**config.mk**
```make
export PLATFORM = sky130hd
export DESIGN_NAME = rgb_colour_fader
export DESIGN_NICKNAME = d
export VERILOG_FILES = /design/src/hw/rtl/rcf_pkg.sv /design/src/hw/rtl/rgb_colour_fader.sv
export SDC_FILE = /design/constraint.sdc
export NUM_CORES = 1
export LEC_CHECK = 0
export BUFFER_PORTS_ARGS = -buffer_cell sky130_fd_sc_hd__buf_4
export CORE_AREA = 2 2 202 204
export DETAILED_ROUTE_END_ITERATION = 12
export DIE_AREA = 0 0 204 206
export GPL_ROUTABILITY_DRIVEN = 0
export HOLD_SLACK_MARGIN = 0.02
export PLACE_DENSITY = 0.57
export SLEW_MARGIN = 40
export SYNTH_ARGS = -nofsm -noshare
export SYNTH_HDL_FRONTEND = slang
export SYNTH_SLANG_ARGS = --single-unit
```
**constraint.sdc**
```tcl
create_clock -name clk -period 4.5 [get_ports clk]
set_input_delay 0.225 -clock clk [delete_from_list [all_inputs] [get_ports clk]]
set_output_delay 0.225 -clock clk [all_outputs]
set_load 0.05 [all_outputs]
```
**src/hw/rtl/rcf_pkg.sv**
```systemverilog
`timescale 1ns / 1ps
// ----------------------------------------------------------------------------
// rcf_pkg: shared types and constants of the rgb colour fader
// Request layouts, command codes, time widths and sequencer states.
// ----------------------------------------------------------------------------
package rcf_pkg;

	// time counter width and derived widths
	localparam int TIME_BITS = 16;
	localparam int FIELD_BITS = 16;
	localparam int CALC_W = (TIME_BITS > FIELD_BITS) ? TIME_BITS : FIELD_BITS;
	localparam int COL_W = 8;
	localparam int NUM_W = TIME_BITS + COL_W;
	localparam int STEPS = COL_W;
	localparam int CNT_W = $clog2(STEPS);
	localparam logic [TIME_BITS-1:0] TIME_MAX = {TIME_BITS{1'b1}};
	localparam logic [COL_W-1:0] COL_WHITE = {COL_W{1'b1}};
	localparam logic [1:0] CH_LAST = 2'd2;

	// command codes
	localparam logic [1:0] MODE_TICK = 2'd0;
	localparam logic [1:0] MODE_SET = 2'd1;
	localparam logic [1:0] MODE_SHOW = 2'd2;
	localparam logic [1:0] MODE_NONE = 2'd3;

	typedef struct packed {
		logic [1:0] mode;
		logic [COL_W-1:0] chan_a;
		logic [COL_W-1:0] chan_b;
		logic [COL_W-1:0] chan_c;
		logic [FIELD_BITS-1:0] fade_ticks;
		logic [FIELD_BITS-1:0] elapsed_ticks;
	} cmd_t;

	typedef struct packed {
		logic [COL_W-1:0] out_a;
		logic [COL_W-1:0] out_b;
		logic [COL_W-1:0] out_c;
		logic fade_finished;
	} col_t;

	typedef enum logic [2:0] {
		ST_IDLE,
		ST_LOAD,
		ST_MUL,
		ST_DIV,
		ST_EMIT
	} state_t;

endpackage

```
**src/hw/rtl/rgb_colour_fader.sv**
```systemverilog
`timescale 1ns / 1ps
// ----------------------------------------------------------------------------
// rgb_colour_fader: three-channel linear colour fader
// Set, tick and refresh requests drive a linear fade between two colours;
// each channel is blended with a bit-serial multiply and a bit-serial divide.
// ----------------------------------------------------------------------------
//
//  port group        dir   request
//  cmd / cmd_valid    in   mode, goal colour, fade duration, elapsed time
//  col / col_valid    out  current colour and fade end flag
//
//  A tick during a fade runs, per channel, one load step, 8 multiply steps
//  and 8 divide steps, one bit each, through a single shared shift-add /
//  restoring-divide datapath, then passes the emit state. Refresh requests
//  and zero-duration set requests go straight to the emit state; other
//  requests give no result. cmd_stall stays high until the sequencer is idle.
//  A waiting result holds the sequencer in its emit state while col_stall is
//  high. Reset puts all colours at white and stops any fade.
//
module rgb_colour_fader (
	input  logic             clk,
	input  logic             arst_n,
	input  logic             cmd_valid,
	output logic             cmd_stall,
	input  rcf_pkg::cmd_t    cmd,
	output logic             col_valid,
	input  logic             col_stall,
	output rcf_pkg::col_t    col
);

	rcf_pkg::state_t state_q;
	rcf_pkg::state_t state_next;

	logic [rcf_pkg::TIME_BITS-1:0] left_q;
	logic [rcf_pkg::TIME_BITS-1:0] total_q;
	logic [rcf_pkg::TIME_BITS-1:0] done_q;
	logic [rcf_pkg::COL_W-1:0]     start_q [3];
	logic [rcf_pkg::COL_W-1:0]     goal_q [3];
	logic [rcf_pkg::COL_W-1:0]     now_q [3];
	logic                          fading_q;
	logic                          finished_q;

	logic [1:0]                    ch_q;
	logic [rcf_pkg::CNT_W-1:0]     cnt_q;
	logic [rcf_pkg::COL_W-1:0]     s_sh_q;
	logic [rcf_pkg::COL_W-1:0]     d_sh_q;
	logic                          down_q;
	logic [rcf_pkg::NUM_W-1:0]     acc_q;

	logic                          col_valid_q;
	rcf_pkg::col_t                 col_q;

	logic                          cmd_take;
	logic                          can_emit;
	logic                          last_step;

	logic [rcf_pkg::CALC_W-1:0]    dur_ext;
	logic [rcf_pkg::CALC_W-1:0]    dt_ext;
	logic [rcf_pkg::CALC_W-1:0]    left_ext;
	logic [rcf_pkg::TIME_BITS-1:0] dur_sat;
	logic [rcf_pkg::TIME_BITS-1:0] left_new;

	logic [rcf_pkg::COL_W-1:0]     s_cur;
	logic [rcf_pkg::COL_W-1:0]     g_cur;

	logic [rcf_pkg::NUM_W-1:0]     mul_sh;
	logic [rcf_pkg::NUM_W-1:0]     t_add;
	logic [rcf_pkg::NUM_W-1:0]     d_add;
	logic [rcf_pkg::NUM_W-1:0]     acc_mul;

	logic [rcf_pkg::TIME_BITS:0]   trial;
	logic [rcf_pkg::TIME_BITS:0]   diff;
	logic                          qbit;
	logic [rcf_pkg::TIME_BITS-1:0] rem_new;
	logic [rcf_pkg::NUM_W-1:0]     acc_div;

	// handshake
	assign cmd_stall = (state_q != rcf_pkg::ST_IDLE);
	assign cmd_take = cmd_valid && !cmd_stall;
	assign can_emit = !col_valid_q || !col_stall;
	assign last_step = (cnt_q == rcf_pkg::CNT_W'(rcf_pkg::STEPS - 1));
	assign col_valid = col_valid_q;
	assign col = col_q;

	// duration saturation and remaining time update
	always_comb begin
		dur_ext = rcf_pkg::CALC_W'(cmd.fade_ticks);
		dt_ext = rcf_pkg::CALC_W'(cmd.elapsed_ticks);
		left_ext = rcf_pkg::CALC_W'(left_q);
		if (dur_ext > rcf_pkg::CALC_W'(rcf_pkg::TIME_MAX)) begin
			dur_sat = rcf_pkg::TIME_MAX;
		end else begin
			dur_sat = dur_ext[rcf_pkg::TIME_BITS-1:0];
		end
		if (dt_ext >= left_ext) begin
			left_new = '0;
		end else begin
			left_new = rcf_pkg::TIME_BITS'(left_ext - dt_ext);
		end
	end

	// selected channel
	assign s_cur = start_q[ch_q];
	assign g_cur = goal_q[ch_q];

	// multiply step, msb first: acc = 2*acc + s_bit*total +/- d_bit*done
	always_comb begin
		mul_sh = {acc_q[rcf_pkg::NUM_W-2:0], 1'b0};
		t_add = s_sh_q[rcf_pkg::COL_W-1] ? rcf_pkg::NUM_W'(total_q) : '0;
		d_add = d_sh_q[rcf_pkg::COL_W-1] ? rcf_pkg::NUM_W'(done_q) : '0;
		if (down_q) begin
			acc_mul = mul_sh + t_add - d_add;
		end else begin
			acc_mul = mul_sh + t_add + d_add;
		end
	end

	// restoring divide step, quotient bits shift in at the bottom
	always_comb begin
		trial = acc_q[rcf_pkg::NUM_W-1:rcf_pkg::COL_W-1];
		diff = trial - {1'b0, total_q};
		qbit = (trial >= {1'b0, total_q});
		rem_new = qbit ? diff[rcf_pkg::TIME_BITS-1:0] : trial[rcf_pkg::TIME_BITS-1:0];
		acc_div = {rem_new, acc_q[rcf_pkg::COL_W-2:0], qbit};
	end

	// state register
	always_ff @(posedge clk or negedge arst_n) begin
		if (!arst_n) begin
			state_q <= rcf_pkg::ST_IDLE;
		end else begin
			state_q <= state_next;
		end
	end

	// next state
	always_comb begin
		state_next = state_q;
		unique case (state_q)
			rcf_pkg::ST_IDLE: begin
				if (cmd_take) begin
					unique case (cmd.mode)
						rcf_pkg::MODE_TICK: begin
							if (fading_q) begin
								state_next = rcf_pkg::ST_LOAD;
							end
						end
						rcf_pkg::MODE_SET: begin
							if (dur_sat == '0) begin
								state_next = rcf_pkg::ST_EMIT;
							end
						end
						rcf_pkg::MODE_SHOW: state_next = rcf_pkg::ST_EMIT;
						rcf_pkg::MODE_NONE: state_next = rcf_pkg::ST_IDLE;
					endcase
				end
			end
			rcf_pkg::ST_LOAD: state_next = rcf_pkg::ST_MUL;
			rcf_pkg::ST_MUL: begin
				if (last_step) begin
					state_next = rcf_pkg::ST_DIV;
				end
			end
			rcf_pkg::ST_DIV: begin
				if (last_step) begin
					if (ch_q == rcf_pkg::CH_LAST) begin
						state_next = rcf_pkg::ST_EMIT;
					end else begin
						state_next = rcf_pkg::ST_LOAD;
					end
				end
			end
			rcf_pkg::ST_EMIT: begin
				if (can_emit) begin
					state_next = rcf_pkg::ST_IDLE;
				end
			end
			default: state_next = rcf_pkg::ST_IDLE;
		endcase
	end

	// fade state and colour registers
	always_ff @(posedge clk or negedge arst_n) begin
		if (!arst_n) begin
			left_q <= '0;
			total_q <= '0;
			fading_q <= 1'b0;
			finished_q <= 1'b0;
			ch_q <= '0;
			for (int i = 0; i < 3; i++) begin
				start_q[i] <= rcf_pkg::COL_WHITE;
				goal_q[i] <= rcf_pkg::COL_WHITE;
				now_q[i] <= rcf_pkg::COL_WHITE;
			end
		end else begin
			if (state_q == rcf_pkg::ST_IDLE && cmd_take) begin
				unique case (cmd.mode)
					rcf_pkg::MODE_TICK: begin
						if (fading_q) begin
							left_q <= left_new;
							finished_q <= (left_new == '0);
							ch_q <= '0;
							if (left_new == '0) begin
								fading_q <= 1'b0;
							end
						end
					end
					rcf_pkg::MODE_SET: begin
						finished_q <= 1'b0;
						if (dur_sat != '0) begin
							fading_q <= 1'b1;
							left_q <= dur_sat;
							total_q <= dur_sat;
							goal_q[0] <= cmd.chan_a;
							goal_q[1] <= cmd.chan_b;
							goal_q[2] <= cmd.chan_c;
							for (int i = 0; i < 3; i++) begin
								start_q[i] <= now_q[i];
							end
						end else begin
							fading_q <= 1'b0;
							now_q[0] <= cmd.chan_a;
							now_q[1] <= cmd.chan_b;
							now_q[2] <= cmd.chan_c;
						end
					end
					rcf_pkg::MODE_SHOW: finished_q <= 1'b0;
					rcf_pkg::MODE_NONE: finished_q <= finished_q;
				endcase
			end
			// store the quotient and move to the next channel
			if (state_q == rcf_pkg::ST_DIV && last_step) begin
				now_q[ch_q] <= acc_div[rcf_pkg::COL_W-1:0];
				if (ch_q != rcf_pkg::CH_LAST) begin
					ch_q <= ch_q + 2'd1;
				end
			end
		end
	end

	// elapsed part of the fade, fixed for the whole tick
	always_ff @(posedge clk) begin
		if (state_q == rcf_pkg::ST_IDLE && cmd_take) begin
			done_q <= total_q - left_new;
		end
	end

	// serial blend datapath
	always_ff @(posedge clk or negedge arst_n) begin
		if (!arst_n) begin
			cnt_q <= '0;
		end else begin
			if (state_q == rcf_pkg::ST_LOAD) begin
				cnt_q <= '0;
			end else if (state_q == rcf_pkg::ST_MUL || state_q == rcf_pkg::ST_DIV) begin
				cnt_q <= last_step ? '0 : cnt_q + rcf_pkg::CNT_W'(1);
			end
		end
	end

	always_ff @(posedge clk) begin
		if (state_q == rcf_pkg::ST_LOAD) begin
			s_sh_q <= s_cur;
			down_q <= (g_cur < s_cur);
			d_sh_q <= (g_cur < s_cur) ? (s_cur - g_cur) : (g_cur - s_cur);
			acc_q <= '0;
		end else if (state_q == rcf_pkg::ST_MUL) begin
			s_sh_q <= {s_sh_q[rcf_pkg::COL_W-2:0], 1'b0};
			d_sh_q <= {d_sh_q[rcf_pkg::COL_W-2:0], 1'b0};
			acc_q <= acc_mul;
		end else if (state_q == rcf_pkg::ST_DIV) begin
			acc_q <= acc_div;
		end
	end

	// output register
	always_ff @(posedge clk or negedge arst_n) begin
		if (!arst_n) begin
			col_valid_q <= 1'b0;
		end else begin
			if (state_q == rcf_pkg::ST_EMIT && can_emit) begin
				col_valid_q <= 1'b1;
			end else if (!col_stall) begin
				col_valid_q <= 1'b0;
			end
		end
	end

	always_ff @(posedge clk) begin
		if (state_q == rcf_pkg::ST_EMIT && can_emit) begin
			col_q.out_a <= now_q[0];
			col_q.out_b <= now_q[1];
			col_q.out_c <= now_q[2];
			col_q.fade_finished <= finished_q;
		end
	end

endmodule
```
==> key figures <==
Clock tree
  – Reg clk slew, reported paths: about 0.08 ns
  – Clock latency on the worst-skew pair: 0.47 ns
  – CTS tree: yes
  – Max Buffers Root-to-Sink: 2
  – Sinks on Clock Net: 197
  – CTS H-Tree Depth: 4
  – TritonCTS buffer count: 17
  – CTS root buffer: clkbuf_16

Critical path
  – Critical path's top delay family: compound AO/OA/AOI/OAI gates
  – Crit end category: flop
  – Worst setup path class: flop to flop
  – WP data required: 4.71 ns
  – Levels on crit path: 22
  – Crit-path max FO: 4
  – Worst path max stage delay: 0.42 ns
  – Worst Path Arrival: about 4.7 ns
  – R2r worst-path depth: 22
  – Setup crit start kind: flop
  – Worst path slowest cell: fa_2
  – CP bufs+invs: 3
  – Critical-path cell list: inv_1 -> ha_2 -> inv_2 -> fa_2 -> a211oi_4 -> nor3_2 -> o41ai_2 -> a21boi_1 -> o31a_1 -> inv_2 -> nor2_2 -> ha_2 -> fa_2 -> nor2b_2 -> o21ai_2 -> a21boi_2 -> o21ai_2 -> a211oi_2 -> o31ai_2 -> o21bai_1 -> a21oi_1 -> xnor2_1

Synthesis
  – Cell variety after synth: 77
  – Cell area after synthesis: ~0.014 mm²
  – Top FF cell, synth: dfstp_2
  – Syn_nets: 1648
  – EDFF count, synth: 58
  – Register bit count reported by yosys: approximately 200
  – Yosys warnings: 0
  – Asr flop ratio synth: between 50% and 60%
  – Seq/Total Area, Yosys: a little under two fifths
  – Mean post-synth cell area: between 9 and 10 µm²
  – Mapped Cells: 1472

GRT
  – Initial antenna violation count: 0
  – GRT overflow: 0
  – Gr usage total: 18.9%
  – Maximum number of pins on one net before global-route repair: 51
  – Global-route wire length before repair: 61200 µm
  – Vias in the first global route: roughly 11000

Timing
  – Final min period: roughly 4.4 ns
  – Max-slew violation count: 0
  – Hold slack: 0.0385 ns
  – RSZ-0062 raised after global routing: yes
  – Fin crit share: a little over nine tenths
  – Worst-Margin Slew: roughly 0.88 ns
  – Setup-failing EPs final: 0
  – Max Clock Skew: 0.0171 ns
  – Setup ws final: between 0.06 and 0.07 ns
  – Fmax: 225 MHz
  – Slew headroom: between 40% and 50%
  – Final Hold Fails: 0

Routing
  – Detailed Route Iter0 Violations: 836
  – Wirelength per Cell: 18.2 µm
  – Drt drc: 0
  – Antenna Nets Post-Route: 0
  – DRT Pass-1 Iters: 6
  – Vias: 11400
  – WL final: between 30000 and 40000 µm
  – Via-to-Cell Ratio: 5.25

Cells and area
  – ANT cells: 0
  – Area Growth Syn to Fin: 21.0%
  – Fillers: 3961
  – Multi-input gate area: 0.00829 mm²
  – Layout cells sized above 1: between 20% and 30%
  – Total Nets Final: 1805
  – Register area: 0.00519 mm²

Floorplanning
  – Die W: between 200 and 250 µm
  – Die area: 0.0420 mm²
  – Initial cell density of the core: 34.2%
  – Core area: 0.0402 mm²
  – Die Span Y: 206 µm
  – IO Pins: 89
  – Row Count: 74

Place
  – DP Worst Slack: -0.203 ns
  – Detailed placer's ending HPWL: about 30000 µm
  – Port Buffers: 88

Min path
  – Worst hold stages: 2
  – Min-delay worst type: input port to flop

Outcome
  – Status: finished, final reports clean

Flow run
  – Max-cap violation count: 0
state kept, by name, summed over array words and instances (netlist names), 8 cells and up, named ones only:
register,count
col,25
acc_q,24
goal_q,24
now_q,24
start_q,24
done_q,16
left_ext,16
total_q,16
d_sh_q,8
s_sh_q,8
layer usage:
metal	up-vias	wire, µm	GRT usage, %
li1	5585	-	-
met1	5505	19100	26.7
met2	270	17600	28.7
met3	56	1690	3.22
met4	0	1150	7.14
met5	-	0	0
cell usage after synthesis (23+ instances only):
library cell  instances  area share [%]
mux2i_1              54             3.9
xnor2_1              51             3.2
nor2_1              138             3.8
a21oi_1             118             4.3
edfxtp_1             58              13
nand2_1             127             3.5
nor3_1               24            0.87
inv_1                82             2.2
dfstp_2              72              14
mux2_2               71             5.8
ha_1                107             9.7
and2_1               23             1.0
clkbuf_1             34            0.93
xor2_1               34             2.2
o21ai_0             106             3.9
dfrtp_1              43             7.8
dfxtp_1              24             3.5
layout make-up:
cell class / instances / share of cell area [%]
multi-input cells: 1139 / 49.8
flip-flops and latches: 197 / 31.2
repair buffers: 192 / 9.43
well taps: 532 / 4.00
clock buffers: 18 / 2.64
inverters: 82 / 1.85
clock inverters: 14 / 1.09
worst paths after layout:
kind                       slack [ns]           to         from
max reg2reg                      0.06   done_q[14]  left_ext[0]
min reg2reg                      0.47       col[0]   finished_q
max in group asynchronous        3.17  total_q[13]       arst_n
max                              0.06   done_q[14]  left_ext[0]
min in group asynchronous        0.28    async pin       arst_n
min                              0.04  total_q[11]      cmd[27]
metrics by stage:
stage	utilization, %	cell area [µm²]	std cells	TNS, ns
final	41.4	16600	2174	0
after global routing	41.4	16600	2174	-0.132
after CTS	40.8	16400	2170	0
after detailed placement	38.4	15400	2104	-0.445
after global placement	38.3	15400	2102	-0.385
after floorplan	-	13800	1472	0
cells by family after synthesis:
logic type,synth area share (%)
AND/OR/NAND/NOR,15.0
multiplexers,9.75
XOR/XNOR,5.58
buffers and inverters,3.92
adder cells (fa/ha/maj),10.8
flip-flops,37.7
AO/OA/AOI/OAI,17.2
cell usage in the layout (no fill, tap or decap), drive strengths merged, types with 43 or more instances in the layout:
| cell | n |
|---|---|
| dfstp | 72 |
| buf | 158 |
| inv | 90 |
| mux2 | 71 |
| mux2i | 54 |
| nand2 | 128 |
| nor2 | 139 |
| a21oi | 118 |
| dfrtp | 43 |
| xnor2 | 51 |
| o21ai | 108 |
| edfxtp | 58 |
| ha | 107 |
timing repair:
action / in CTS / in global routing
pin swaps: 3 / 28
gates resized for setup: 9 / 46
hold buffers: 34 / 0
buffers inserted: 0 / 3
endpoints found under the setup margin: 5 / 14
hold endpoints to repair: 43 / 0
Power is not shown: default switching activity piles up to over one toggle a cycle in this logic, so the estimate is an artifact.
